==> src/mdu_pkg.sv <==
// shared types and constants of the multiply/divide register unit
// no dependencies; used by mdu_arith, multiply_divide_register_unit, mdu_reply_checker and testbench
package mdu_pkg;

	// register map
	localparam logic [15:0] ADDR_MUL_A  = 16'h4202;
	localparam logic [15:0] ADDR_MUL_B  = 16'h4203;
	localparam logic [15:0] ADDR_DIV_LO = 16'h4204;
	localparam logic [15:0] ADDR_DIV_HI = 16'h4205;
	localparam logic [15:0] ADDR_DIV_B  = 16'h4206;
	localparam logic [15:0] ADDR_RD_QUO = 16'h4214;
	localparam logic [15:0] ADDR_RD_REM = 16'h4216;
	localparam logic [15:0] ADDR_RD_END = 16'h4217;

	// quotient reported for a zero divisor
	localparam logic [15:0] DIV0_QUOT = 16'hFFFF;

	// datapath sizes
	localparam int ALU_W     = 17;
	localparam int CNT_W     = 4;
	localparam int MUL_STEPS = 8;
	localparam int DIV_STEPS = 16;

	// access kind carried in tuser
	typedef enum logic {
		OP_READ  = 1'b0,
		OP_WRITE = 1'b1
	} op_t;

	// sequencer states
	typedef enum logic [2:0] {
		ST_IDLE,
		ST_DECODE,
		ST_MUL,
		ST_DIV,
		ST_REPLY
	} state_t;

	// control of the shared adder
	typedef struct packed {
		logic sub;
	} alu_ctrl_t;

endpackage

==> src/mdu_arith.sv <==
// shared add/subtract unit used for every multiply and divide step
// depends on mdu_pkg
module mdu_arith (
	input  logic [mdu_pkg::ALU_W-1:0] a,
	input  logic [mdu_pkg::ALU_W-1:0] b,
	input  mdu_pkg::alu_ctrl_t        ctrl,
	output logic [mdu_pkg::ALU_W-1:0] sum
);

	// one adder, b inverted for subtract; the top bit is the borrow on subtract
	always_comb begin
		if (ctrl.sub) begin
			sum = a - b;
		end else begin
			sum = a + b;
		end
	end

endmodule

==> src/multiply_divide_register_unit.sv <==
// top level of the multiply/divide register unit: request decode, sequencer, registers
// depends on mdu_pkg and mdu_arith
//
// Each request is one bus access (tuser = read/write, tdata = address and write byte)
// and yields exactly one reply (tdata = read byte, tuser = hit). Requests are taken one
// at a time. A plain register access passes through the decode and reply states before
// its reply is offered. A write to 0x4203 runs 8 shift-and-add steps, and a write to
// 0x4206 with a nonzero divisor runs 16 restoring division steps (one quotient bit per
// cycle). All steps run through one 17-bit adder/subtractor. A new request is taken as
// soon as the previous one has reached the output register, even if the reply there has
// not been taken yet; a stalled reply adds the cycles of the stall.
module multiply_divide_register_unit (
	input  logic        clk,
	input  logic        arst_n,
	input  logic        s_axis_tvalid,
	output logic        s_axis_tready,
	input  logic [23:0] s_axis_tdata,  // [15:0] reg_address, [23:16] write_data
	input  logic        s_axis_tuser,  // [0] operation
	output logic        m_axis_tvalid,
	input  logic        m_axis_tready,
	output logic [7:0]  m_axis_tdata,  // [7:0] read_data
	output logic        m_axis_tuser   // [0] hit
);

	mdu_pkg::state_t state_q, state_d;

	// captured request
	logic        req_op_q;
	logic [15:0] req_addr_q;
	logic [7:0]  req_data_q;

	// architectural registers
	logic [7:0]  mcand_q;
	logic [15:0] dividend_q;
	logic [15:0] quotient_q;
	logic [15:0] rem_q;

	// iteration registers
	logic [15:0]              work_q;
	logic [7:0]               part_q;
	logic [7:0]               opnd_q;
	logic [mdu_pkg::CNT_W-1:0] cnt_q;

	// reply waiting for the output register
	logic [7:0] res_data_q;
	logic       res_hit_q;

	// output register
	logic       out_valid_q;
	logic [7:0] out_data_q;
	logic       out_hit_q;

	logic                       accept;
	logic                       out_free;
	logic                       last_step;
	logic [mdu_pkg::ALU_W-1:0]  alu_a, alu_b, alu_sum;
	mdu_pkg::alu_ctrl_t         alu_ctrl;
	logic                       borrow;
	logic                       qbit;
	logic [7:0]                 part_next;
	logic [15:0]                quo_next;
	logic                       is_write;
	logic                       rd_hit;
	logic [15:0]                rd_word;
	logic [7:0]                 rd_byte;
	logic                       wr_hit;

	assign accept    = s_axis_tvalid && s_axis_tready;
	assign out_free  = !out_valid_q || m_axis_tready;
	assign last_step = (cnt_q == '0);

	// operand select for the shared adder
	always_comb begin
		alu_a    = '0;
		alu_b    = '0;
		alu_ctrl = '{sub: 1'b0};
		unique case (state_q)
			mdu_pkg::ST_MUL: begin
				alu_a = {work_q, 1'b0};
				alu_b = {9'b0, (opnd_q[7] ? mcand_q : 8'h00)};
			end
			mdu_pkg::ST_DIV: begin
				alu_a    = {8'b0, part_q, work_q[15]};
				alu_b    = {9'b0, opnd_q};
				alu_ctrl = '{sub: 1'b1};
			end
			default: begin
			end
		endcase
	end

	mdu_arith u_arith (
		.a    (alu_a),
		.b    (alu_b),
		.ctrl (alu_ctrl),
		.sum  (alu_sum)
	);

	// restoring division step results
	assign borrow    = alu_sum[mdu_pkg::ALU_W-1];
	assign qbit      = !borrow;
	assign part_next = borrow ? alu_a[7:0] : alu_sum[7:0];
	assign quo_next  = {work_q[14:0], qbit};

	// address decode of the captured request
	always_comb begin
		is_write = (req_op_q == mdu_pkg::OP_WRITE);
		rd_hit   = (req_addr_q >= mdu_pkg::ADDR_RD_QUO) && (req_addr_q <= mdu_pkg::ADDR_RD_END);
		rd_word  = (req_addr_q < mdu_pkg::ADDR_RD_REM) ? quotient_q : rem_q;
		rd_byte  = req_addr_q[0] ? rd_word[15:8] : rd_word[7:0];
		wr_hit   = (req_addr_q == mdu_pkg::ADDR_MUL_A) || (req_addr_q == mdu_pkg::ADDR_MUL_B)
			|| (req_addr_q == mdu_pkg::ADDR_DIV_LO) || (req_addr_q == mdu_pkg::ADDR_DIV_HI)
			|| (req_addr_q == mdu_pkg::ADDR_DIV_B);
	end

	// state register
	always_ff @(posedge clk or negedge arst_n) begin
		if (!arst_n) begin
			state_q <= mdu_pkg::ST_IDLE;
		end else begin
			state_q <= state_d;
		end
	end

	// next state and ready
	always_comb begin
		state_d       = state_q;
		s_axis_tready = 1'b0;
		unique case (state_q)
			mdu_pkg::ST_IDLE: begin
				s_axis_tready = 1'b1;
				if (s_axis_tvalid) begin
					state_d = mdu_pkg::ST_DECODE;
				end
			end
			mdu_pkg::ST_DECODE: begin
				priority if (is_write && req_addr_q == mdu_pkg::ADDR_MUL_B) begin
					state_d = mdu_pkg::ST_MUL;
				end else if (is_write && req_addr_q == mdu_pkg::ADDR_DIV_B
					&& req_data_q != 8'h00) begin
					state_d = mdu_pkg::ST_DIV;
				end else begin
					state_d = mdu_pkg::ST_REPLY;
				end
			end
			mdu_pkg::ST_MUL, mdu_pkg::ST_DIV: begin
				if (last_step) begin
					state_d = mdu_pkg::ST_REPLY;
				end
			end
			mdu_pkg::ST_REPLY: begin
				if (out_free) begin
					state_d = mdu_pkg::ST_IDLE;
				end
			end
			default: begin
				state_d = mdu_pkg::ST_IDLE;
			end
		endcase
	end

	// request capture
	always_ff @(posedge clk) begin
		if (accept) begin
			req_op_q   <= s_axis_tuser;
			req_addr_q <= s_axis_tdata[15:0];
			req_data_q <= s_axis_tdata[23:16];
		end
	end

	// architectural registers and iteration datapath
	always_ff @(posedge clk or negedge arst_n) begin
		if (!arst_n) begin
			mcand_q    <= '0;
			dividend_q <= '0;
			quotient_q <= '0;
			rem_q      <= '0;
		end else begin
			unique case (state_q)
				mdu_pkg::ST_DECODE: begin
					if (is_write) begin
						unique case (req_addr_q)
							mdu_pkg::ADDR_MUL_A:  mcand_q <= req_data_q;
							mdu_pkg::ADDR_DIV_LO: dividend_q[7:0] <= req_data_q;
							mdu_pkg::ADDR_DIV_HI: dividend_q[15:8] <= req_data_q;
							mdu_pkg::ADDR_DIV_B: begin
								if (req_data_q == 8'h00) begin
									quotient_q <= mdu_pkg::DIV0_QUOT;
									rem_q      <= dividend_q;
								end
							end
							default: begin
							end
						endcase
					end
				end
				mdu_pkg::ST_MUL: begin
					if (last_step) begin
						rem_q <= alu_sum[15:0];
					end
				end
				mdu_pkg::ST_DIV: begin
					if (last_step) begin
						quotient_q <= quo_next;
						rem_q      <= {8'h00, part_next};
					end
				end
				default: begin
				end
			endcase
		end
	end

	// iteration registers
	always_ff @(posedge clk) begin
		unique case (state_q)
			mdu_pkg::ST_DECODE: begin
				part_q <= '0;
				opnd_q <= req_data_q;
				if (req_addr_q == mdu_pkg::ADDR_MUL_B) begin
					work_q <= '0;
					cnt_q  <= mdu_pkg::CNT_W'(mdu_pkg::MUL_STEPS - 1);
				end else begin
					work_q <= dividend_q;
					cnt_q  <= mdu_pkg::CNT_W'(mdu_pkg::DIV_STEPS - 1);
				end
			end
			mdu_pkg::ST_MUL: begin
				work_q <= alu_sum[15:0];
				opnd_q <= {opnd_q[6:0], 1'b0};
				cnt_q  <= cnt_q - 1'b1;
			end
			mdu_pkg::ST_DIV: begin
				work_q <= quo_next;
				part_q <= part_next;
				cnt_q  <= cnt_q - 1'b1;
			end
			default: begin
			end
		endcase
	end

	// pending reply, decided at decode
	always_ff @(posedge clk) begin
		if (state_q == mdu_pkg::ST_DECODE) begin
			if (is_write) begin
				res_data_q <= 8'h00;
				res_hit_q  <= wr_hit;
			end else begin
				res_data_q <= rd_hit ? rd_byte : 8'h00;
				res_hit_q  <= rd_hit;
			end
		end
	end

	// output register
	always_ff @(posedge clk or negedge arst_n) begin
		if (!arst_n) begin
			out_valid_q <= 1'b0;
		end else if (state_q == mdu_pkg::ST_REPLY && out_free) begin
			out_valid_q <= 1'b1;
		end else if (m_axis_tready) begin
			out_valid_q <= 1'b0;
		end
	end

	always_ff @(posedge clk) begin
		if (state_q == mdu_pkg::ST_REPLY && out_free) begin
			out_data_q <= res_data_q;
			out_hit_q  <= res_hit_q;
		end
	end

	assign m_axis_tvalid = out_valid_q;
	assign m_axis_tdata  = out_data_q;
	assign m_axis_tuser  = out_hit_q;

	// an accepted request is decoded next cycle
	a_accept_decode: assert property (@(posedge clk) disable iff (!arst_n)
		accept |=> state_q == mdu_pkg::ST_DECODE)
		else $error("accepted request not decoded");

	// multiply never runs more than its step count
	a_mul_count: assert property (@(posedge clk) disable iff (!arst_n)
		(state_q == mdu_pkg::ST_MUL) |-> (cnt_q < mdu_pkg::CNT_W'(mdu_pkg::MUL_STEPS)))
		else $error("multiply step count out of range");

	// a reply moved to a free output register is offered next cycle
	a_reply_out: assert property (@(posedge clk) disable iff (!arst_n)
		(state_q == mdu_pkg::ST_REPLY && out_free) |=> m_axis_tvalid)
		else $error("reply not offered");

	// a miss never returns data; a write also replies with zero data, which this check does not cover
	a_miss_zero: assert property (@(posedge clk) disable iff (!arst_n)
		(m_axis_tvalid && !m_axis_tuser) |-> (m_axis_tdata == 8'h00))
		else $error("nonzero data on a miss");

endmodule

==> config.mk <==
export PLATFORM = sky130hd
export DESIGN_NAME = multiply_divide_register_unit
export DESIGN_NICKNAME = d
export VERILOG_FILES = /design/src/mdu_pkg.sv /design/src/mdu_arith.sv /design/src/multiply_divide_register_unit.sv
export SDC_FILE = /design/constraint.sdc
export NUM_CORES = 1
export LEC_CHECK = 0
export BUFFER_PORTS_ARGS = -buffer_cell sky130_fd_sc_hd__buf_4
export CORE_MARGIN = 5
export CORE_UTILIZATION = 50
export CTS_CLUSTER_DIAMETER = 100
export DETAILED_ROUTE_END_ITERATION = 8
export PLACE_DENSITY = 0.78
export REMOVE_ABC_BUFFERS = 1
export SETUP_SLACK_MARGIN = 0.15
export SYNTH_ARGS = -nofsm -noshare
export SYNTH_HDL_FRONTEND = slang
export SYNTH_SLANG_ARGS = --single-unit
==> constraint.sdc <==
create_clock -name clk -period 7.5 [get_ports clk]
set_clock_uncertainty 0.2 [all_clocks]
set_input_delay 1.5 -clock clk [delete_from_list [all_inputs] [get_ports clk]]
set_output_delay 1.5 -clock clk [all_outputs]
set_load 0.05 [all_outputs]
# Word-level counts from Yosys, hierarchy flattened
# Cells that the tools add are included.
totals:
  regBits: 139
  in_bits: 29
  output_inout_bits: 11
  elab_cells: 107
op_classes:
  addsub: 3
  magnitude_cmp: 3
  n_eq_ne: 17
  muxes: 35
  bitwise: 1
  n_reduce_logical: 30
ops:
  columns: ["cell", "n"]
  rows:
  - ["2-to-1 mux 16 bit", 11]
  - ["one-hot mux 16 bit (3 select lines)", 2]
  - ["== test 16 x 15 -> 1 bit (second input constant)", 5]
  - ["one-hot mux 8 bit (2 select lines)", 3]
  - ["one-hot mux 17 bit (2 select lines)", 1]
  - ["one-hot mux 16 bit (2 select lines)", 1]
  - ["2-to-1 mux 8 bit", 3]
  - ["adder 17 x 8 -> 17 bit", 1]
  - ["2-to-1 mux 17 bit", 1]
  - ["subtractor 17 x 8 -> 17 bit", 1]
  - [">= comparator 16 x 15 -> 1 bit (second input constant)", 1]
  - ["less-or-equal comparator 16 x 15 -> 1 bit (second input constant)", 1]
  - ["less-than comparator 16 x 15 -> 1 bit (second input constant)", 1]
  - ["2-to-1 mux 3 bit", 5]
  - ["!= test 2 bit (second input constant)", 7]
  - ["one-hot mux 3 bit (4 select lines)", 1]
  - ["AND reduction 3 bit", 4]
  - ["zero test 8 bit", 1]
  - ["one-hot mux 4 bit (2 select lines)", 1]
  - ["nonzero test 2 bit", 4]
  - ["nonzero test 8 bit", 1]
  - ["== test 3 x 2 -> 1 bit (second input constant)", 2]
  - ["logical AND 1 bit", 6]
  - ["AND reduction 6 bit", 1]
  - ["other kinds (14)", 24]

# Logic depth before layout (Yosys ltp)
depth:
  word_depth: 7
  mapped_depth: 22
  mapped_depth_nobuf: 17

# By module
# A second synthesis with hierarchy kept.
unflattened:
  hier_cells: 716
  area_unflattened_um2: 7711.1
by_module_without_submodules:
  columns: ["mod", "n_inst", "cells_per_inst", "area_per_inst_um2", "seq_area_each_um2"]
  rows:
  - ["multiply_divide_register_unit", 1, 552, 6556.3, 3873.7]
  - ["mdu_arith", 1, 164, 1154.9, 0.0]

# Least setup slack after synthesis
# No wires, ideal clock.
synth_path:
  path_type: "reg2reg"
  start: "register state_q[0]"
  end: "register part_q[3], data pin"
  setup_time_ns: 0.266
  t_arrival_ns: 4.364
  slack_ns: 2.670
  path_stages_with_launch: 21
  period_less_slack_ns: 4.830
  path_cell_list: "dfrtp_1 buf_4 or3b_2 buf_2 nor2_2 clkbuf_1 a22oi_1 ha_1 or2_2 a21boi_0 ha_1 clkbuf_1 nand4_1 nor2_1 a21oi_1 o211ai_1 xnor2_1 buf_2 buf_2 mux2i_1 nor2_1"
synth_between:
  elab_chain_len: 6
  word_cells_on_any_way: 11
synth_lines:
  columns: ["item", "line_no", "source"]
  rows:
  - ["start: declaration", "multiply_divide_register_unit.sv:25", "mdu_pkg::state_t state_q, state_d;"]
  - ["start signal: assignment", "multiply_divide_register_unit.sv:119", "state_q <= mdu_pkg::ST_IDLE;"]
  - ["start signal: assignment", "multiply_divide_register_unit.sv:121", "state_q <= state_d;"]
  - ["== test 3 x 2 -> 1 bit, on equally long branches", "multiply_divide_register_unit.sv:77, multiply_divide_register_unit.sv:216", null]
  - ["one-hot mux 17 bit (2 select lines) / one-hot mux 8 bit (2 select lines) (equally long branches)", "multiply_divide_register_unit.sv:77", "unique case (state_q)"]
  - ["adder 17 x 8 -> 17 bit / subtractor 17 x 8 -> 17 bit (equally long branches)", "mdu_arith.sv:15, mdu_arith.sv:13", null]
  - ["2-to-1 mux 17 bit", "mdu_arith.sv:12", "if (ctrl.sub) begin"]
  - ["2-to-1 mux 8 bit", "multiply_divide_register_unit.sv:102", "assign part_next = borrow ? alu_a[7:0] : alu_sum[7:0];"]
  - ["one-hot mux 8 bit (2 select lines) (*)", "multiply_divide_register_unit.sv:216", "unique case (state_q)"]
  - ["end signal: assignment", "multiply_divide_register_unit.sv:235", "part_q <= part_next;"]
  - ["end: declaration", "multiply_divide_register_unit.sv:40", "logic [7:0] part_q;"]
# Mark *: on every way between the ends. The rest lies on a longest branch, timed or not.
# A chain may end at the register's enable or synchronous reset.

# Final worst setup path
layout_path:
  start: "register state_q[0]"
  end: "register part_q[5], data pin"
# Same word-level chain as after synthesis.

==> results_dict.tcl <==
set metrics [dict create \
    netlist.area_leader.share_pct 32.4 \
    final_util_pct 57.7 \
    core_mm2 0.0144 \
    path_max_fanout 27 \
    ys.flop_type "edfxtp_1" \
    synth_top_family_by_area "simple AND/OR/NAND/NOR gates" \
    yosysSeqAreaShare_pct 53.0 \
    grt_first_pass_wirelength_um 30100 \
    synthAdderAreaFrac_pct 3.70 \
    drt-total-wl_um 19100 \
    cp-startpoint "state_q[0]" \
    cts_tree "yes" \
    p_seq_share_pct 48.1 \
    dieArea_mm2 0.0171 \
    clock-sinks 139 \
    setup_violations 0 \
    rsz0062_at_grt "no" \
    ys_seq_elements 139 \
    p_per_area_mw_per_mm2 230 \
    path_depth 16 \
    relSlewSlack_pct 23.6 \
    finalMaxSlewViolations 0 \
    max_cap_viol_count 0 \
    clk_pin_slew_ns 0.06 \
    finalNetCount 756 \
    syn-cell-area_mm2 0.00731 \
    internal_power_mw 1.45 \
    swShare_pct 24.2 \
    ys_async_sr_fraction_pct 43.2 \
    ant_nets 0 \
    ys_top_cells_by_area "edfxtp_1 (32%), dfrtp_1 (21%), nor2_1 (4.2%)" \
    power_switching_mw 0.464 \
    syn2layout_area_growth_pct 13.8 \
    final.min_clock_period_ns 6.13 \
    cts_setup_buffers 0 \
    regToRegStartpoint "state_q[0]" \
    dieWidth_um 131 \
    synth_compound_area_share_pct 14.8 \
    port_buffers 39 \
    wl_per_cell_um 21.2 \
    reg2reg_to "part_q[5]" \
    synthXorXnorAreaFrac_pct 1.80 \
    drc 0 \
    place_congestion 0.941 \
    critPathRequiredTime_ns 7.43 \
    cp_num_buf_inv 1 \
    cts_buffers 17 \
    cp_data_arrival_time_ns 6.07 \
    drtIter0Drc 765 \
    yosysWarnings 0 \
    yosysTopAreaCell "edfxtp_1" \
    hp-class "flip-flop to flip-flop" \
    muxShareOfSynthArea_pct 7.41 \
    hold_viol_final 0 \
    synth_edf_count 79 \
    ff2ff_path_depth 16 \
    finalSetupTns_ns 0 \
    vias_per_cell 6.26 \
    synth_cell_types 68 \
    cts_hold_buf 0 \
    hpwl_um 14300 \
    clk_path_buf_depth 2 \
    ir_drop_uv 190 \
    cp-end-kind "flip-flop" \
    crit_path_end "part_q[5]" \
    comb_power_share_pct 7.0 \
    pwr-share-clk_pct 44.9 \
    place_area_mm2 0.00771 \
    gr-total-overflow 0 \
    power.leakage_nw 3.52 \
    timing.fmax_mhz 163 \
    avgSynthCellArea_um2 10.8 \
    die_h_um 131 \
    power_mw 1.91 \
    cp_slowest_cell "nand2_1" \
    rows 44 \
    grt_max_degree 61 \
    cts_resized 0 \
    layout_common_cells "nor2_1 (82), edfxtp_1 (79), nand2_1 (69)" \
    numPlacedInstances 871 \
    clkLatencyLatePin_ns 0.42 \
    drive_above_1_share_pct 16.6 \
    htreeDepth 4 \
    finalNonFillerCells 903 \
    r2r_slack_ns 1.37 \
    critPathMaxStageDelay_ns 0.85 \
    vias 5657 \
    grtUsageTotal_pct 23.5 \
    ios 40 \
    grt_antenna_before_repair 0 \
    synthCells 679 \
    initial_core_util_pct 50.7 \
    path_class "flip-flop to flip-flop" \
    final_design_area_no_fill_mm2 0.00832 \
    critical_path.top_delay_family "simple AND/OR/NAND/NOR gates" \
    status "complete, no violations" \
    path_cells "nor2b_1 -> nand2_1 -> o2bb2ai_1 -> a21o_1 -> a221oi_1 -> ha_1 -> a21oi_1 -> ha_1 -> a21oi_1 -> a21oi_1 -> o2111ai_1 -> o211ai_1 -> xnor2_1 -> buf_4 -> mux2i_1 -> nor2_1" \
    crit_path_frequent_cell "a21oi_1" \
    worst_pin_slew_ns 1.14 \
    start_kind "flip-flop" \
    antennaDiodeCount 0 \
    grt_pass1_vias 5669 \
    first_pass_iters 8 \
    clock-root-buffer "clkbuf_16" \
    layout_commonest_cell "nor2_1" \
    yosys.area_share.simple_pct 15.7 \
    fin_crit_sh_pct 81.8 \
]
-- routing by layer --
metal / part of all wire (%) / track usage [%] / routed length, um
met1: 39 / 29.5 / 7440
met2: 50 / 39.2 / 9460
met4: 3.9 / 10.6 / 740
met3: 7.6 / 4.88 / 1460
met5: 0 / 0 / 0
-- registers in the layout, indices dropped and copies added (netlist names) --
register       count
part_q             8
quotient_q        16
res_data_q         8
m_axis_tuser       1
mcand_q            8
is_write           1
state_q            3
rem_q             16
m_axis_tvalid      1
m_axis_tdata       8
res_hit_q          1
req_data_q         8
req_addr_q        16
work_q            16
opnd_q             8
cnt_q              4
dividend_q        16
-- power groups by stage --
stage	logic, mW	clock network [mW]	registers [mW]
after CTS	0.137	0.866	0.918
after detailed placement	0.136	0	0.933
after global placement	0.133	0	0.929
after global routing	0.145	0.903	0.924
after floorplan	0.0604	0	0.938
final	0.135	0.859	0.919
-- through the flow --
| stage | hold slack [ns] | worst slack [ns] |
|---|---|---|
| 2_1_floorplan | 0.200 | 2.04 |
| 3_3_place_gp | 0.201 | 1.64 |
| 3_5_place_dp | 0.209 | 1.57 |
| 4_1_cts | 0.220 | 1.53 |
| 5_1_grt | 0.223 | 0.977 |
| 6_report | 0.222 | 1.37 |
-- how the worst min path moves through the flow --
stage / cells after the start / endpoint / startpoint
detailed placement: 0 / m_axis_tdata[6] / res_data_q[6]
floorplan: 0 / m_axis_tdata[0] / res_data_q[0]
global placement: 0 / m_axis_tdata[1] / res_data_q[1]
global route: 0 / m_axis_tdata[6] / res_data_q[6]
finish: 0 / m_axis_tdata[0] / res_data_q[0]
CTS: 0 / m_axis_tdata[6] / res_data_q[6]
-- cells in the mapped netlist, types with 9 or more instances --
| library cell | n |
|---|---|
| clkbuf_1 | 17 |
| inv_1 | 28 |
| dfrtp_1 | 60 |
| mux2_2 | 25 |
| a21o_1 | 14 |
| a31oi_1 | 22 |
| a22oi_1 | 9 |
| o211ai_1 | 9 |
| nor3_1 | 9 |
| o21ai_0 | 34 |
| nand2_1 | 69 |
| nand3_1 | 10 |
| nor2_1 | 82 |
| edfxtp_1 | 79 |
| a21oi_1 | 24 |
| ha_1 | 20 |
| buf_2 | 10 |
| and2_1 | 14 |
-- worst register-to-register path: cells and delay by family, from the launching register on --
kind	cells	cell delay [ns]
simple gates	3	1.75
compound gates	8	1.74
flops	1	0.68
fa+ha+maj	2	0.68
buf+inv	1	0.29
mux	1	0.29
xor+xnor	1	0.22
-- layout make-up --
type / count / area, um2
Inverter: 28 / 105
Multi-Input combinational cell: 477 / 3180
Tap cell: 184 / 230
Clock buffer: 19 / 443
Fill cell: 1215 / 6100
Timing Repair Buffer: 43 / 323
Clock inverter: 13 / 164
Sequential cell: 139 / 3870
-- cells by family (layout without fill, tap and decap cells) --
logic type | count (synthesis) | in the layout
xor gates and xnor gates | 15 | 15
buffers and inverters | 63 | 103
adders and majority gates | 21 | 21
AOI/OAI and AO/OA | 159 | 159
muxes | 41 | 41
and+or+nand+nor | 241 | 241
DFF | 139 | 139
Note: power is estimated with default switching activity, not from simulation.
